[src/hw/rtl/slid_pkg.sv]
// shared types and codes of the symbol list block
package slid_pkg;

    localparam int CNT_W = 11;

    typedef logic [1:0] t_mode;
    localparam t_mode MODE_APPEND = 2'd0;
    localparam t_mode MODE_REMOVE = 2'd1;
    localparam t_mode MODE_INSERT = 2'd2;
    localparam t_mode MODE_READ   = 2'd3;

    typedef logic [1:0] t_status;
    localparam t_status ST_OK      = 2'd0;
    localparam t_status ST_MISSING = 2'd1;
    localparam t_status ST_FULL    = 2'd2;
    localparam t_status ST_BADPOS  = 2'd3;

    typedef logic [1:0] t_op;
    localparam t_op OP_HOLD = 2'd0;
    localparam t_op OP_INS  = 2'd1;
    localparam t_op OP_SCAN = 2'd2;
    localparam t_op OP_DROP = 2'd3;

    typedef struct packed {
        t_op              op;
        logic [7:0]       sym;
        logic [CNT_W-1:0] at;
        logic [CNT_W-1:0] fill;
        logic [5:0]       ridx;
    } t_cell_ctrl;

    typedef struct packed {
        logic       gone;
        logic [7:0] data;
    } t_chain_stat;

endpackage

[src/hw/rtl/symbol_list_insert_delete.sv]
// top level of the bounded symbol list: sequencer and chain of cells
//
// input channel: i_in_valid / o_in_stall with mode, symbol, position, run_length
// and read_index; a transaction is taken when valid is high and stall is low.
// output channel: o_out_valid / i_out_stall with status, length and read_data,
// one result transaction for every input transaction, in order.
// o_in_stall is high while a request is being worked on; one request at a time.
// after acceptance the work steps run, then the output register is loaded:
//   append one tail shift, insert one tail shift per copy (run_length copies),
//   read runs the scan over all CAPACITY cells (match and read chains ripple one cell a cycle),
//   remove runs the same scan (match chain), then the gap is closed; errors do no work.
// a new request is taken while the previous result still waits in the output
// register; a finished request waits for that register to be taken.
// reset (synchronous, active low) empties the list and drops any pending result;
// cell contents are not cleared, only entries below the length are ever read.
module symbol_list_insert_delete #(
    parameter int CAPACITY = 64
) (
    input  logic       i_clk,
    input  logic       i_rst_n,
    input  logic       i_in_valid,
    output logic       o_in_stall,
    input  logic [1:0] i_mode,
    input  logic [7:0] i_symbol,
    input  logic [6:0] i_position,
    input  logic [6:0] i_run_length,
    input  logic [5:0] i_read_index,
    output logic       o_out_valid,
    input  logic       i_out_stall,
    output logic [1:0] o_status,
    output logic [6:0] o_length,
    output logic [7:0] o_read_data
);

    slid_pkg::t_cell_ctrl  w_ctrl;
    slid_pkg::t_chain_stat w_stat;

    logic [7:0] w_entry    [CAPACITY];
    logic       w_gone     [CAPACITY];
    logic [7:0] w_rd       [CAPACITY];
    logic [7:0] w_lo_entry [CAPACITY];
    logic [7:0] w_up_entry [CAPACITY];
    logic       w_lo_gone  [CAPACITY];
    logic [7:0] w_up_rd    [CAPACITY];

    slid_ctrl #(
        .CAPACITY (CAPACITY)
    ) u_ctrl (
        .i_clk        (i_clk),
        .i_rst_n      (i_rst_n),
        .i_in_valid   (i_in_valid),
        .o_in_stall   (o_in_stall),
        .i_mode       (i_mode),
        .i_symbol     (i_symbol),
        .i_position   (i_position),
        .i_run_length (i_run_length),
        .i_read_index (i_read_index),
        .o_out_valid  (o_out_valid),
        .i_out_stall  (i_out_stall),
        .o_status     (o_status),
        .o_length     (o_length),
        .o_read_data  (o_read_data),
        .i_stat       (w_stat),
        .o_ctrl       (w_ctrl)
    );

    for (genvar g = 0; g < CAPACITY; g++) begin : g_cell
        if (g == 0) begin : g_first
            assign w_lo_entry[g] = 8'd0;
            assign w_lo_gone[g]  = 1'b0;
        end else begin : g_mid_lo
            assign w_lo_entry[g] = w_entry[g-1];
            assign w_lo_gone[g]  = w_gone[g-1];
        end
        if (g == CAPACITY - 1) begin : g_last
            assign w_up_entry[g] = 8'd0;
            assign w_up_rd[g]    = 8'd0;
        end else begin : g_mid_up
            assign w_up_entry[g] = w_entry[g+1];
            assign w_up_rd[g]    = w_rd[g+1];
        end

        slid_cell #(
            .IDX (g)
        ) u_cell (
            .i_clk         (i_clk),
            .i_ctrl        (w_ctrl),
            .i_lower_entry (w_lo_entry[g]),
            .i_upper_entry (w_up_entry[g]),
            .i_lower_gone  (w_lo_gone[g]),
            .i_upper_rd    (w_up_rd[g]),
            .o_entry       (w_entry[g]),
            .o_gone        (w_gone[g]),
            .o_rd          (w_rd[g])
        );
    end

    assign w_stat.gone = w_gone[CAPACITY-1];
    assign w_stat.data = w_rd[0];

endmodule

[src/hw/rtl/slid_cell.sv]
// one list cell: entry storage, insert and remove shifts, match and read chains
module slid_cell #(
    parameter int IDX = 0
) (
    input  logic                  i_clk,
    input  slid_pkg::t_cell_ctrl  i_ctrl,
    input  logic [7:0]            i_lower_entry,
    input  logic [7:0]            i_upper_entry,
    input  logic                  i_lower_gone,
    input  logic [7:0]            i_upper_rd,
    output logic [7:0]            o_entry,
    output logic                  o_gone,
    output logic [7:0]            o_rd
);

    localparam logic [slid_pkg::CNT_W-1:0] MY_IDX = slid_pkg::CNT_W'(IDX);

    logic [7:0] r_entry;
    logic       r_gone;
    logic [7:0] r_rd;
    logic       w_hit;
    logic       w_sel;

    assign w_hit = (r_entry == i_ctrl.sym) && (MY_IDX < i_ctrl.fill);
    assign w_sel = (MY_IDX == slid_pkg::CNT_W'(i_ctrl.ridx));

    always_ff @(posedge i_clk) begin
        case (i_ctrl.op)
            slid_pkg::OP_INS: begin
                if (MY_IDX == i_ctrl.at) begin
                    r_entry <= i_ctrl.sym;
                end else if (MY_IDX > i_ctrl.at) begin
                    r_entry <= i_lower_entry;
                end
            end
            slid_pkg::OP_SCAN: begin
                r_gone <= i_lower_gone | w_hit;
                r_rd   <= w_sel ? r_entry : i_upper_rd;
            end
            slid_pkg::OP_DROP: begin
                if (r_gone) begin
                    r_entry <= i_upper_entry;
                end
            end
            default: begin
            end
        endcase
    end

    assign o_entry = r_entry;
    assign o_gone  = r_gone;
    assign o_rd    = r_rd;

endmodule

[src/hw/rtl/slid_ctrl.sv]
// request sequencer, list length and result register
module slid_ctrl #(
    parameter int CAPACITY = 64
) (
    input  logic                  i_clk,
    input  logic                  i_rst_n,
    input  logic                  i_in_valid,
    output logic                  o_in_stall,
    input  logic [1:0]            i_mode,
    input  logic [7:0]            i_symbol,
    input  logic [6:0]            i_position,
    input  logic [6:0]            i_run_length,
    input  logic [5:0]            i_read_index,
    output logic                  o_out_valid,
    input  logic                  i_out_stall,
    output logic [1:0]            o_status,
    output logic [6:0]            o_length,
    output logic [7:0]            o_read_data,
    input  slid_pkg::t_chain_stat i_stat,
    output slid_pkg::t_cell_ctrl  o_ctrl
);

    localparam int CW = $clog2(CAPACITY + 1);
    localparam int EW = ((CW > 7) ? CW : 7) + 1;

    localparam logic [2:0] S_IDLE = 3'd0;
    localparam logic [2:0] S_INS  = 3'd1;
    localparam logic [2:0] S_SCAN = 3'd2;
    localparam logic [2:0] S_DROP = 3'd3;
    localparam logic [2:0] S_DONE = 3'd4;

    logic [2:0]          r_state, n_state;
    logic [CW-1:0]       r_fill, n_fill;
    logic [CW-1:0]       r_at, n_at;
    logic [CW-1:0]       r_cnt, n_cnt;
    slid_pkg::t_status   r_status, n_status;
    logic                r_is_read, n_is_read;
    logic [7:0]          r_sym, n_sym;
    logic [5:0]          r_ridx, n_ridx;
    logic                r_out_valid, n_out_valid;
    slid_pkg::t_status   r_out_status, n_out_status;
    logic [6:0]          r_out_length, n_out_length;
    logic [7:0]          r_out_data, n_out_data;

    logic [EW-1:0] e_fill, e_pos, e_run, e_ridx, e_cap;

    assign e_fill = EW'(r_fill);
    assign e_pos  = EW'(i_position);
    assign e_run  = EW'(i_run_length);
    assign e_ridx = EW'(i_read_index);
    assign e_cap  = EW'(CAPACITY);

    always_comb begin
        n_state      = r_state;
        n_fill       = r_fill;
        n_at         = r_at;
        n_cnt        = r_cnt;
        n_status     = r_status;
        n_is_read    = r_is_read;
        n_sym        = r_sym;
        n_ridx       = r_ridx;
        n_out_valid  = r_out_valid && i_out_stall;
        n_out_status = r_out_status;
        n_out_length = r_out_length;
        n_out_data   = r_out_data;
        case (r_state)
            S_IDLE: begin
                if (i_in_valid) begin
                    n_sym     = i_symbol;
                    n_ridx    = i_read_index;
                    n_status  = slid_pkg::ST_OK;
                    n_is_read = 1'b0;
                    n_state   = S_DONE;
                    case (i_mode)
                        slid_pkg::MODE_APPEND: begin
                            if (e_fill >= e_cap) begin
                                n_status = slid_pkg::ST_FULL;
                            end else begin
                                n_at    = r_fill;
                                n_cnt   = CW'(1);
                                n_state = S_INS;
                            end
                        end
                        slid_pkg::MODE_REMOVE: begin
                            if (r_fill == '0) begin
                                n_status = slid_pkg::ST_MISSING;
                            end else begin
                                n_cnt   = CW'(CAPACITY);
                                n_state = S_SCAN;
                            end
                        end
                        slid_pkg::MODE_INSERT: begin
                            if (e_pos == '0 || e_pos > e_fill + EW'(1)) begin
                                n_status = slid_pkg::ST_BADPOS;
                            end else if (e_fill + e_run > e_cap) begin
                                n_status = slid_pkg::ST_FULL;
                            end else if (e_run != '0) begin
                                n_at    = CW'(e_fill + EW'(1) - e_pos);
                                n_cnt   = CW'(e_run);
                                n_state = S_INS;
                            end
                        end
                        default: begin
                            n_is_read = 1'b1;
                            if (e_ridx < e_fill && e_ridx < e_cap) begin
                                n_cnt   = CW'(CAPACITY);
                                n_state = S_SCAN;
                            end else begin
                                n_status = slid_pkg::ST_BADPOS;
                            end
                        end
                    endcase
                end
            end
            S_INS: begin
                n_fill = r_fill + CW'(1);
                n_cnt  = r_cnt - CW'(1);
                if (r_cnt == CW'(1)) begin
                    n_state = S_DONE;
                end
            end
            S_SCAN: begin
                n_cnt = r_cnt - CW'(1);
                if (r_cnt == CW'(1)) begin
                    if (r_is_read) begin
                        n_state = S_DONE;
                    end else begin
                        n_state = S_DROP;
                    end
                end
            end
            S_DROP: begin
                if (i_stat.gone) begin
                    n_fill = r_fill - CW'(1);
                end else begin
                    n_status = slid_pkg::ST_MISSING;
                end
                n_state = S_DONE;
            end
            S_DONE: begin
                if (!r_out_valid || !i_out_stall) begin
                    n_out_valid  = 1'b1;
                    n_out_status = r_status;
                    n_out_length = 7'(r_fill);
                    n_out_data   = (r_is_read && r_status == slid_pkg::ST_OK)
                                   ? i_stat.data : 8'd0;
                    n_state      = S_IDLE;
                end
            end
            default: begin
                n_state = S_IDLE;
            end
        endcase
    end

    always_ff @(posedge i_clk) begin
        if (!i_rst_n) begin
            r_state     <= S_IDLE;
            r_fill      <= '0;
            r_out_valid <= 1'b0;
        end else begin
            r_state     <= n_state;
            r_fill      <= n_fill;
            r_out_valid <= n_out_valid;
        end
    end

    always_ff @(posedge i_clk) begin
        r_at         <= n_at;
        r_cnt        <= n_cnt;
        r_status     <= n_status;
        r_is_read    <= n_is_read;
        r_sym        <= n_sym;
        r_ridx       <= n_ridx;
        r_out_status <= n_out_status;
        r_out_length <= n_out_length;
        r_out_data   <= n_out_data;
    end

    always_comb begin
        case (r_state)
            S_INS:   o_ctrl.op = slid_pkg::OP_INS;
            S_SCAN:  o_ctrl.op = slid_pkg::OP_SCAN;
            S_DROP:  o_ctrl.op = slid_pkg::OP_DROP;
            default: o_ctrl.op = slid_pkg::OP_HOLD;
        endcase
        o_ctrl.sym  = r_sym;
        o_ctrl.at   = slid_pkg::CNT_W'(r_at);
        o_ctrl.fill = slid_pkg::CNT_W'(r_fill);
        o_ctrl.ridx = r_ridx;
    end

    assign o_in_stall  = (r_state != S_IDLE);
    assign o_out_valid = r_out_valid;
    assign o_status    = r_out_status;
    assign o_length    = r_out_length;
    assign o_read_data = r_out_data;

endmodule

[config.mk]
export PLATFORM = sky130hd
export DESIGN_NAME = symbol_list_insert_delete
export DESIGN_NICKNAME = d
export VERILOG_FILES = /design/src/hw/rtl/slid_pkg.sv /design/src/hw/rtl/symbol_list_insert_delete.sv /design/src/hw/rtl/slid_cell.sv /design/src/hw/rtl/slid_ctrl.sv
export SDC_FILE = /design/constraint.sdc
export NUM_CORES = 2
export LEC_CHECK = 0
export BUFFER_PORTS_ARGS = -buffer_cell sky130_fd_sc_hd__clkbuf_2
export CAP_MARGIN = 5
export CORE_MARGIN = 10
export CORE_UTILIZATION = 40
export CTS_CLUSTER_SIZE = 8
export DETAILED_ROUTE_END_ITERATION = 16
export SKIP_CTS_REPAIR_TIMING = 1
export SYNTH_ARGS = -nofsm -noshare
export SYNTH_HDL_FRONTEND = slang
export SYNTH_SLANG_ARGS = --single-unit
[constraint.sdc]
create_clock -name i_clk -period 52.6 [get_ports i_clk]
set_clock_uncertainty 0.15 [all_clocks]
set_input_delay 7.89 -clock i_clk [delete_from_list [all_inputs] [get_ports i_clk]]
set_output_delay 7.89 -clock i_clk [all_outputs]
set_load 0.01 [all_outputs]
* After elaboration in Yosys (flattened, before gate mapping)
Cells that the tools add are included.
** Storage, ports and cells
- Bits in registers :: 1147
- Output and inout bits :: 19
** Cells by class
- Eq/ne operators :: 344
- Bitwise gates (word level) :: 63
- Mux-type cells :: 361
- Reduce and logical (&&, ||, !) cells :: 158
- Order comparisons :: 133
- $add $sub $neg :: 6
** Operator list (count)
- $mux 8 :: 255
- $pmux 8 s2 :: 64
- $eq 8x8->1 :: 64
- $eq 6x7->1 const A :: 32
- $gt 6x7->1 const A :: 32
- $lt 6x7->1 const A :: 32
- $reduce_and 3->1 :: 65
- $eq 6x6->1 const A :: 32
- $ne 3x1->1 const B :: 64
- $ne 2x1->1 const B :: 69
- $eq 5x7->1 const A :: 16
- $gt 5x7->1 const A :: 16
- $lt 5x7->1 const A :: 16
- $eq 5x6->1 const A :: 16
- $mux 7 :: 12
- $logic_and 1x1->1 :: 67
- $or 1x1->1 :: 63
- $eq 4x7->1 const A :: 8
- $gt 4x7->1 const A :: 8
- $lt 4x7->1 const A :: 8
- $eq 4x6->1 const A :: 8
- $pmux 7 s2 :: 3
- $mux 3 :: 11
- $eq 3x7->1 const A :: 4
- 55 further kinds :: 100

* Depth between registers and ports, before layout
- Word-level depth :: 7
- Gate-level depth with buffers :: 13
- Mapped depth without buffers :: 12

* Least setup slack after synthesis
Ideal clock, no wire load.
- Kind :: reg2reg
- Start point :: register u_ctrl.r_state[1]
- End point :: register g_cell[0].u_cell.r_gone (enable)
- Cell stages (with the launch flop) :: 4
- Data arrival time :: 39.662 ns
- Path slack :: 10.564 ns
- Clock period less this slack :: 42.036 ns
- Buffers on the path :: 1
- Path through :: dfxtp_1 > inv_1 > clkbuf_1 > nor3_1
** Between the ends
- Word-level cells in the longest chain between the ends :: 3
** RTL lines
- start: declaration :: line slid_ctrl.sv:32 : logic [2:0] r_state, n_state;
- start signal: assignment :: line slid_ctrl.sv:162 : r_state <= n_state;
- $eq 3x2->1 / $eq 3x1->1 (equally long branches) :: line slid_ctrl.sv:181 : case (r_state)
- $pmux 2 s3 * :: line slid_ctrl.sv:181
- $eq 2x2->1 * :: line slid_cell.sv:28 : case (i_ctrl.op)
- end signal: assignment :: line slid_cell.sv:37 : r_gone <= i_lower_gone | w_hit;
- end: declaration :: line slid_cell.sv:19 : logic r_gone;
Mark *: on every way between the ends. The rest lies on a longest branch, timed or not.
A chain may end at the register's enable or synchronous reset.

* Worst setup path in the final report
- Start point :: input i_run_length[0]
- End point :: register u_ctrl.r_at[6] (enable)
** Between the ends
- Word-level cells in the longest chain between the ends :: 4
** RTL lines
- start: declaration :: line symbol_list_insert_delete.sv:26 : input logic [6:0] i_run_length,
- $add 7x7->8 :: line slid_ctrl.sv:95 : end else if (e_fill + e_run > e_cap) begin
- $gt 8x7->1 :: line slid_ctrl.sv:95
- $ne 2x2->1 (no line)
- $reduce_and 7->1 (no line) *
- end signal: assignment :: line slid_ctrl.sv:169 : r_at <= n_at;
- end: declaration :: line slid_ctrl.sv:34 : logic [CW-1:0] r_at, n_at;
Marks and branches as above.

==> metrics.txt <==
# TYPE chip_impl_metric gauge
chip_impl_info{name="grt_setup_unrepaired",value="false"} 1
chip_impl_metric{name="synth_top_area_share",unit=""} 0.559
chip_impl_info{name="cts_tree",value="built"} 1
chip_impl_info{name="clk_root_buffer_cell",value="clkbuf_16"} 1
chip_impl_metric{name="syn_to_final_growth",unit="%"} 11.0
chip_impl_metric{name="ant_nets",unit=""} 0
chip_impl_metric{name="ys_warn_count",unit=""} 0
chip_impl_metric{name="reg2reg_setup_slack",unit="ps"} 47950
chip_impl_metric{name="tns",unit="ps"} 0
chip_impl_metric{name="pre_cts_ws",unit="ps"} 41240
chip_impl_metric{name="timing.critical_path.required",unit="ps"} 52850
chip_impl_info{name="synthMostInstantiatedCell",value="edfxtp_1"} 1
chip_impl_metric{name="drc",unit=""} 0
chip_impl_metric{name="io_buffer_count",unit=""} 52
chip_impl_metric{name="initialDrtViolationCount",unit=""} 4662
chip_impl_metric{name="detailedPlacementHpwl",unit="mm"} 122
chip_impl_metric{name="netSwitchingFraction",unit=""} 0.253
chip_impl_metric{name="die_extent_in_x",unit="um"} 411
chip_impl_metric{name="pin_count_of_the_biggest_net_entering_global_routing",unit=""} 275
chip_impl_info{name="worst_setup_path_startpoint",value="i_run_length[0]"} 1
chip_impl_metric{name="syn_nets",unit=""} 4991
chip_impl_metric{name="placedInstanceArea",unit="sq mm"} 0.0634
chip_impl_info{name="critical-path-top-delay-family",value="simple AND/OR/NAND/NOR gates"} 1
chip_impl_metric{name="core",unit="sq mm"} 0.152
chip_impl_metric{name="cp.arrival",unit="ps"} 10830
chip_impl_metric{name="grt_antenna_before_repair",unit=""} 3
chip_impl_metric{name="power_per_cell_area",unit="mW/mm^2"} 33.4
chip_impl_metric{name="detail_route.wl_per_cell",unit="um"} 26.4
chip_impl_metric{name="row_count",unit=""} 143
chip_impl_metric{name="seqCellArea",unit="sq mm"} 0.0343
chip_impl_metric{name="period_minus_slack",unit="ps"} 10580
chip_impl_metric{name="p_sw",unit="uW"} 572
chip_impl_metric{name="drive_gt1_frac",unit=""} 0.188
chip_impl_info{name="min-delay-start",value="g_cell[29].u_cell.o_gone"} 1
chip_impl_info{name="rr_startpoint",value="u_ctrl.r_state[1]"} 1
chip_impl_metric{name="power.share.sequential",unit=""} 0.481
chip_impl_metric{name="grt_first_pass_wirelength",unit="mm"} 275
chip_impl_info{name="critical_path.reg2reg.endpoint",value="g_cell[50].u_cell.o_rd[5]"} 1
chip_impl_metric{name="maxClockFrequency",unit="GHz"} 0.0946
chip_impl_metric{name="syn-instance-count",unit=""} 4926
chip_impl_info{name="outcome",value="finished, final reports clean"} 1
chip_impl_metric{name="vdd_drop_max",unit="uV"} 22.3
chip_impl_metric{name="clock_path_buffers",unit=""} 3
chip_impl_metric{name="initial_util",unit=""} 0.402
chip_impl_info{name="most_frequent_cells_after_synthesis",value="1,136 x edfxtp_1, 661 x nand2_1, 548 x o21ai_0"} 1
chip_impl_metric{name="wirelength",unit="mm"} 185
chip_impl_metric{name="post_synth.cell_area_avg",unit="sq um"} 12.4
chip_impl_metric{name="synth.ff_latch_count",unit=""} 1147
chip_impl_metric{name="height_of_the_die",unit="um"} 411
chip_impl_info{name="setup.worst_path.end",value="u_ctrl.r_at[6]"} 1
chip_impl_metric{name="routabilityCongestion",unit=""} 0.867
chip_impl_metric{name="p_comb_frac",unit=""} 0.100
chip_impl_metric{name="timing.final.crit_share",unit=""} 0.201
chip_impl_metric{name="tightestPinTransition",unit="ps"} 1380
chip_impl_info{name="worst_path_cell_with_the_longest_stage_delay",value="nor3_1"} 1
chip_impl_metric{name="groute.usage.overall",unit=""} 0.214
chip_impl_info{name="leading_register_cell_type_out_of_synthesis",value="edfxtp_1"} 1
chip_impl_metric{name="die_area",unit="sq mm"} 0.169
chip_impl_metric{name="post_drt_via_cell_ratio",unit=""} 5.82
chip_impl_metric{name="overflow",unit=""} 0
chip_impl_metric{name="power_leakage",unit="nW"} 23.5
chip_impl_info{name="top_area_cells_in_the_synthesized_netlist",value="edfxtp_1 56%, mux2_2 9.3%, mux2i_1 8.3%"} 1
chip_impl_metric{name="path_max_fanout",unit=""} 7
chip_impl_metric{name="layout_setup_ws",unit="ps"} 42020
chip_impl_info{name="cp-start-kind",value="primary input"} 1
chip_impl_metric{name="filler_cell_count",unit=""} 14000
chip_impl_metric{name="final_core_utilization",unit=""} 0.447
chip_impl_metric{name="first_global_vias",unit=""} 41400
chip_impl_metric{name="via_count",unit=""} 40700
chip_impl_metric{name="synth-async-reset-ratio",unit=""} 0
chip_impl_metric{name="cts.sinks",unit=""} 1147
chip_impl_info{name="classification_of_the_worst_setup_path",value="primary input to register"} 1
chip_impl_metric{name="setup_viol",unit=""} 0
chip_impl_metric{name="max-cap-violations",unit=""} 0
chip_impl_metric{name="top_level_ports",unit=""} 53
chip_impl_metric{name="fin_area",unit="sq mm"} 0.0678
chip_impl_info{name="hp-class",value="register to register"} 1
chip_impl_metric{name="netlist-cell-type-count",unit=""} 77
chip_impl_metric{name="final_max_slew_viol_count",unit=""} 0
chip_impl_metric{name="max_slew_margin",unit=""} 0.0791
chip_impl_metric{name="cts.reportedPaths.clkPinSlew",unit="ps"} 60
chip_impl_info{name="cp_cell_sequence",value="clkbuf_2 -> ha_1 -> inv_1 -> fa_1 -> nor2b_1 -> o221ai_1 -> a21oi_1 -> xor2_1 -> a211oi_2 -> a41oi_1 -> nor3_1"} 1
chip_impl_metric{name="internal_power",unit="mW"} 1.69
chip_impl_metric{name="number_of_synthesized_flops_with_an_enable_pin",unit=""} 1136
chip_impl_metric{name="p_clk_frac",unit=""} 0.419
chip_impl_metric{name="cts_max_level",unit=""} 4
chip_impl_metric{name="drt_first_pass_iters",unit=""} 6
chip_impl_metric{name="syn_area",unit="sq mm"} 0.0610
chip_impl_metric{name="r2r_cells",unit=""} 6
chip_impl_metric{name="final_count_of_hold_timing_violations",unit=""} 0
chip_impl_metric{name="cts_buffers",unit=""} 162
chip_impl_metric{name="critical_path_depth",unit=""} 11
chip_impl_metric{name="crit_buf_inv",unit=""} 2
chip_impl_metric{name="worst_path_largest_cell_delay",unit="ps"} 950
chip_impl_info{name="critical_path.endpoint_type",value="register"} 1
chip_impl_metric{name="final_net_count",unit=""} 4996
chip_impl_info{name="synth.largest_area_cell",value="edfxtp_1"} 1
chip_impl_metric{name="multiInputGateArea",unit="sq mm"} 0.0253
chip_impl_metric{name="share_of_the_yosys_chip_area_belonging_to_registers",unit=""} 0.563
chip_impl_metric{name="clock_insertion_delay_worst_skew",unit="ps"} 800
[power by group through the flow]
stage          combinational, mW  sequential [mW]  clock [mW]
2_1_floorplan              0.152             1.14           0
3_3_place_gp               0.222             1.11           0
3_5_place_dp               0.224             1.11           0
4_1_cts                    0.225             1.09       0.958
5_1_grt                    0.242             1.09       0.994
6_report                   0.226             1.09       0.948
[worst min-delay path by stage]
stage | to | depth (start not counted) | slack, ps
detailed placement | u_ctrl.o_status[0] | 0 | 360
CTS | g_cell[46].u_cell.o_gone | 2 | 380
global route | u_ctrl.o_status[0] | 0 | 390
finish | g_cell[30].u_cell.o_gone | 2 | 370
floorplan | u_ctrl.o_status[1] | 0 | 280
global placement | g_cell[46].u_cell.o_gone | 2 | 360
[state kept, by name, indices dropped and copies added (netlist names)]
name	count
g_cell.u_cell.o_entry	512
u_ctrl.o_read_data	8
u_ctrl.r_state	3
g_cell.u_cell.o_gone	64
u_ctrl.r_at	7
u_ctrl.o_out_valid	1
u_ctrl.r_sym	8
g_cell.u_cell.o_rd	512
u_ctrl.o_status	2
u_ctrl.r_is_read	1
u_ctrl.r_fill	7
u_ctrl.r_ridx	6
u_ctrl.r_cnt	7
u_ctrl.r_status	2
u_ctrl.o_length	7
[tightest hold or removal path, cell delays in order, from the launching register on]
cell and delay [ps]:
edfxtp_1 310, inv_1 50, o31ai_1 60
[placed cells by master, fill, tap and decap left out, types with 52 or more instances in the layout]
cell and count:
nand2_1 661, nor2_1 83, xnor2_1 234, edfxtp_1 1136, mux2i_1 505, buf_4 88, clkbuf_16 166, a21oi_1 68
mux2_2 504, clkbuf_2 52, xor2_1 300, o21ai_0 548, nor4_1 59
[per-stage QoR]
step | hold WS, ps | cells | total power, mW
after detailed placement | 363 | 6797 | 1.33
after global placement | 357 | 6796 | 1.33
after floorplan | 277 | 4926 | 1.29
final | 369 | 6986 | 2.26
after CTS | 376 | 6983 | 2.27
after global routing | 392 | 6983 | 2.33
[metal layers]
metal / share of wire / global-route usage / vias up / routed length, um
li1: - / - / 18200 / -
met1: 0.44 / 0.297 / 20500 / 80800
met2: 0.45 / 0.330 / 1627 / 83600
met3: 0.077 / 0.0428 / 350 / 14300
met4: 0.032 / 0.0770 / 2 / 5980
met5: 0.000070 / 0 / - / 13
[cell families (layout without fill, tap and decap cells)]
family	Yosys count	after routing	share of synthesized area
other cells	0	3	0
simple gates	1051	1051	0.0777
compound gates	808	808	0.0761
xor+xnor	534	534	0.0767
flops	1147	1147	0.563
buf+inv	346	373	0.0244
fa+ha+maj	31	31	0.00660
mux	1009	1009	0.176
[layout make-up]
class | count | area share
clock buffers | 175 | 0.0618
well taps | 2030 | 0.0375
clock inverters | 11 | 0.00227
inverters | 38 | 0.00211
flip-flops and latches | 1147 | 0.507
diodes | 3 | 0.000111
multi-input cells | 3433 | 0.373
repair buffers | 149 | 0.0160
Power figures use the tool's default switching activity.
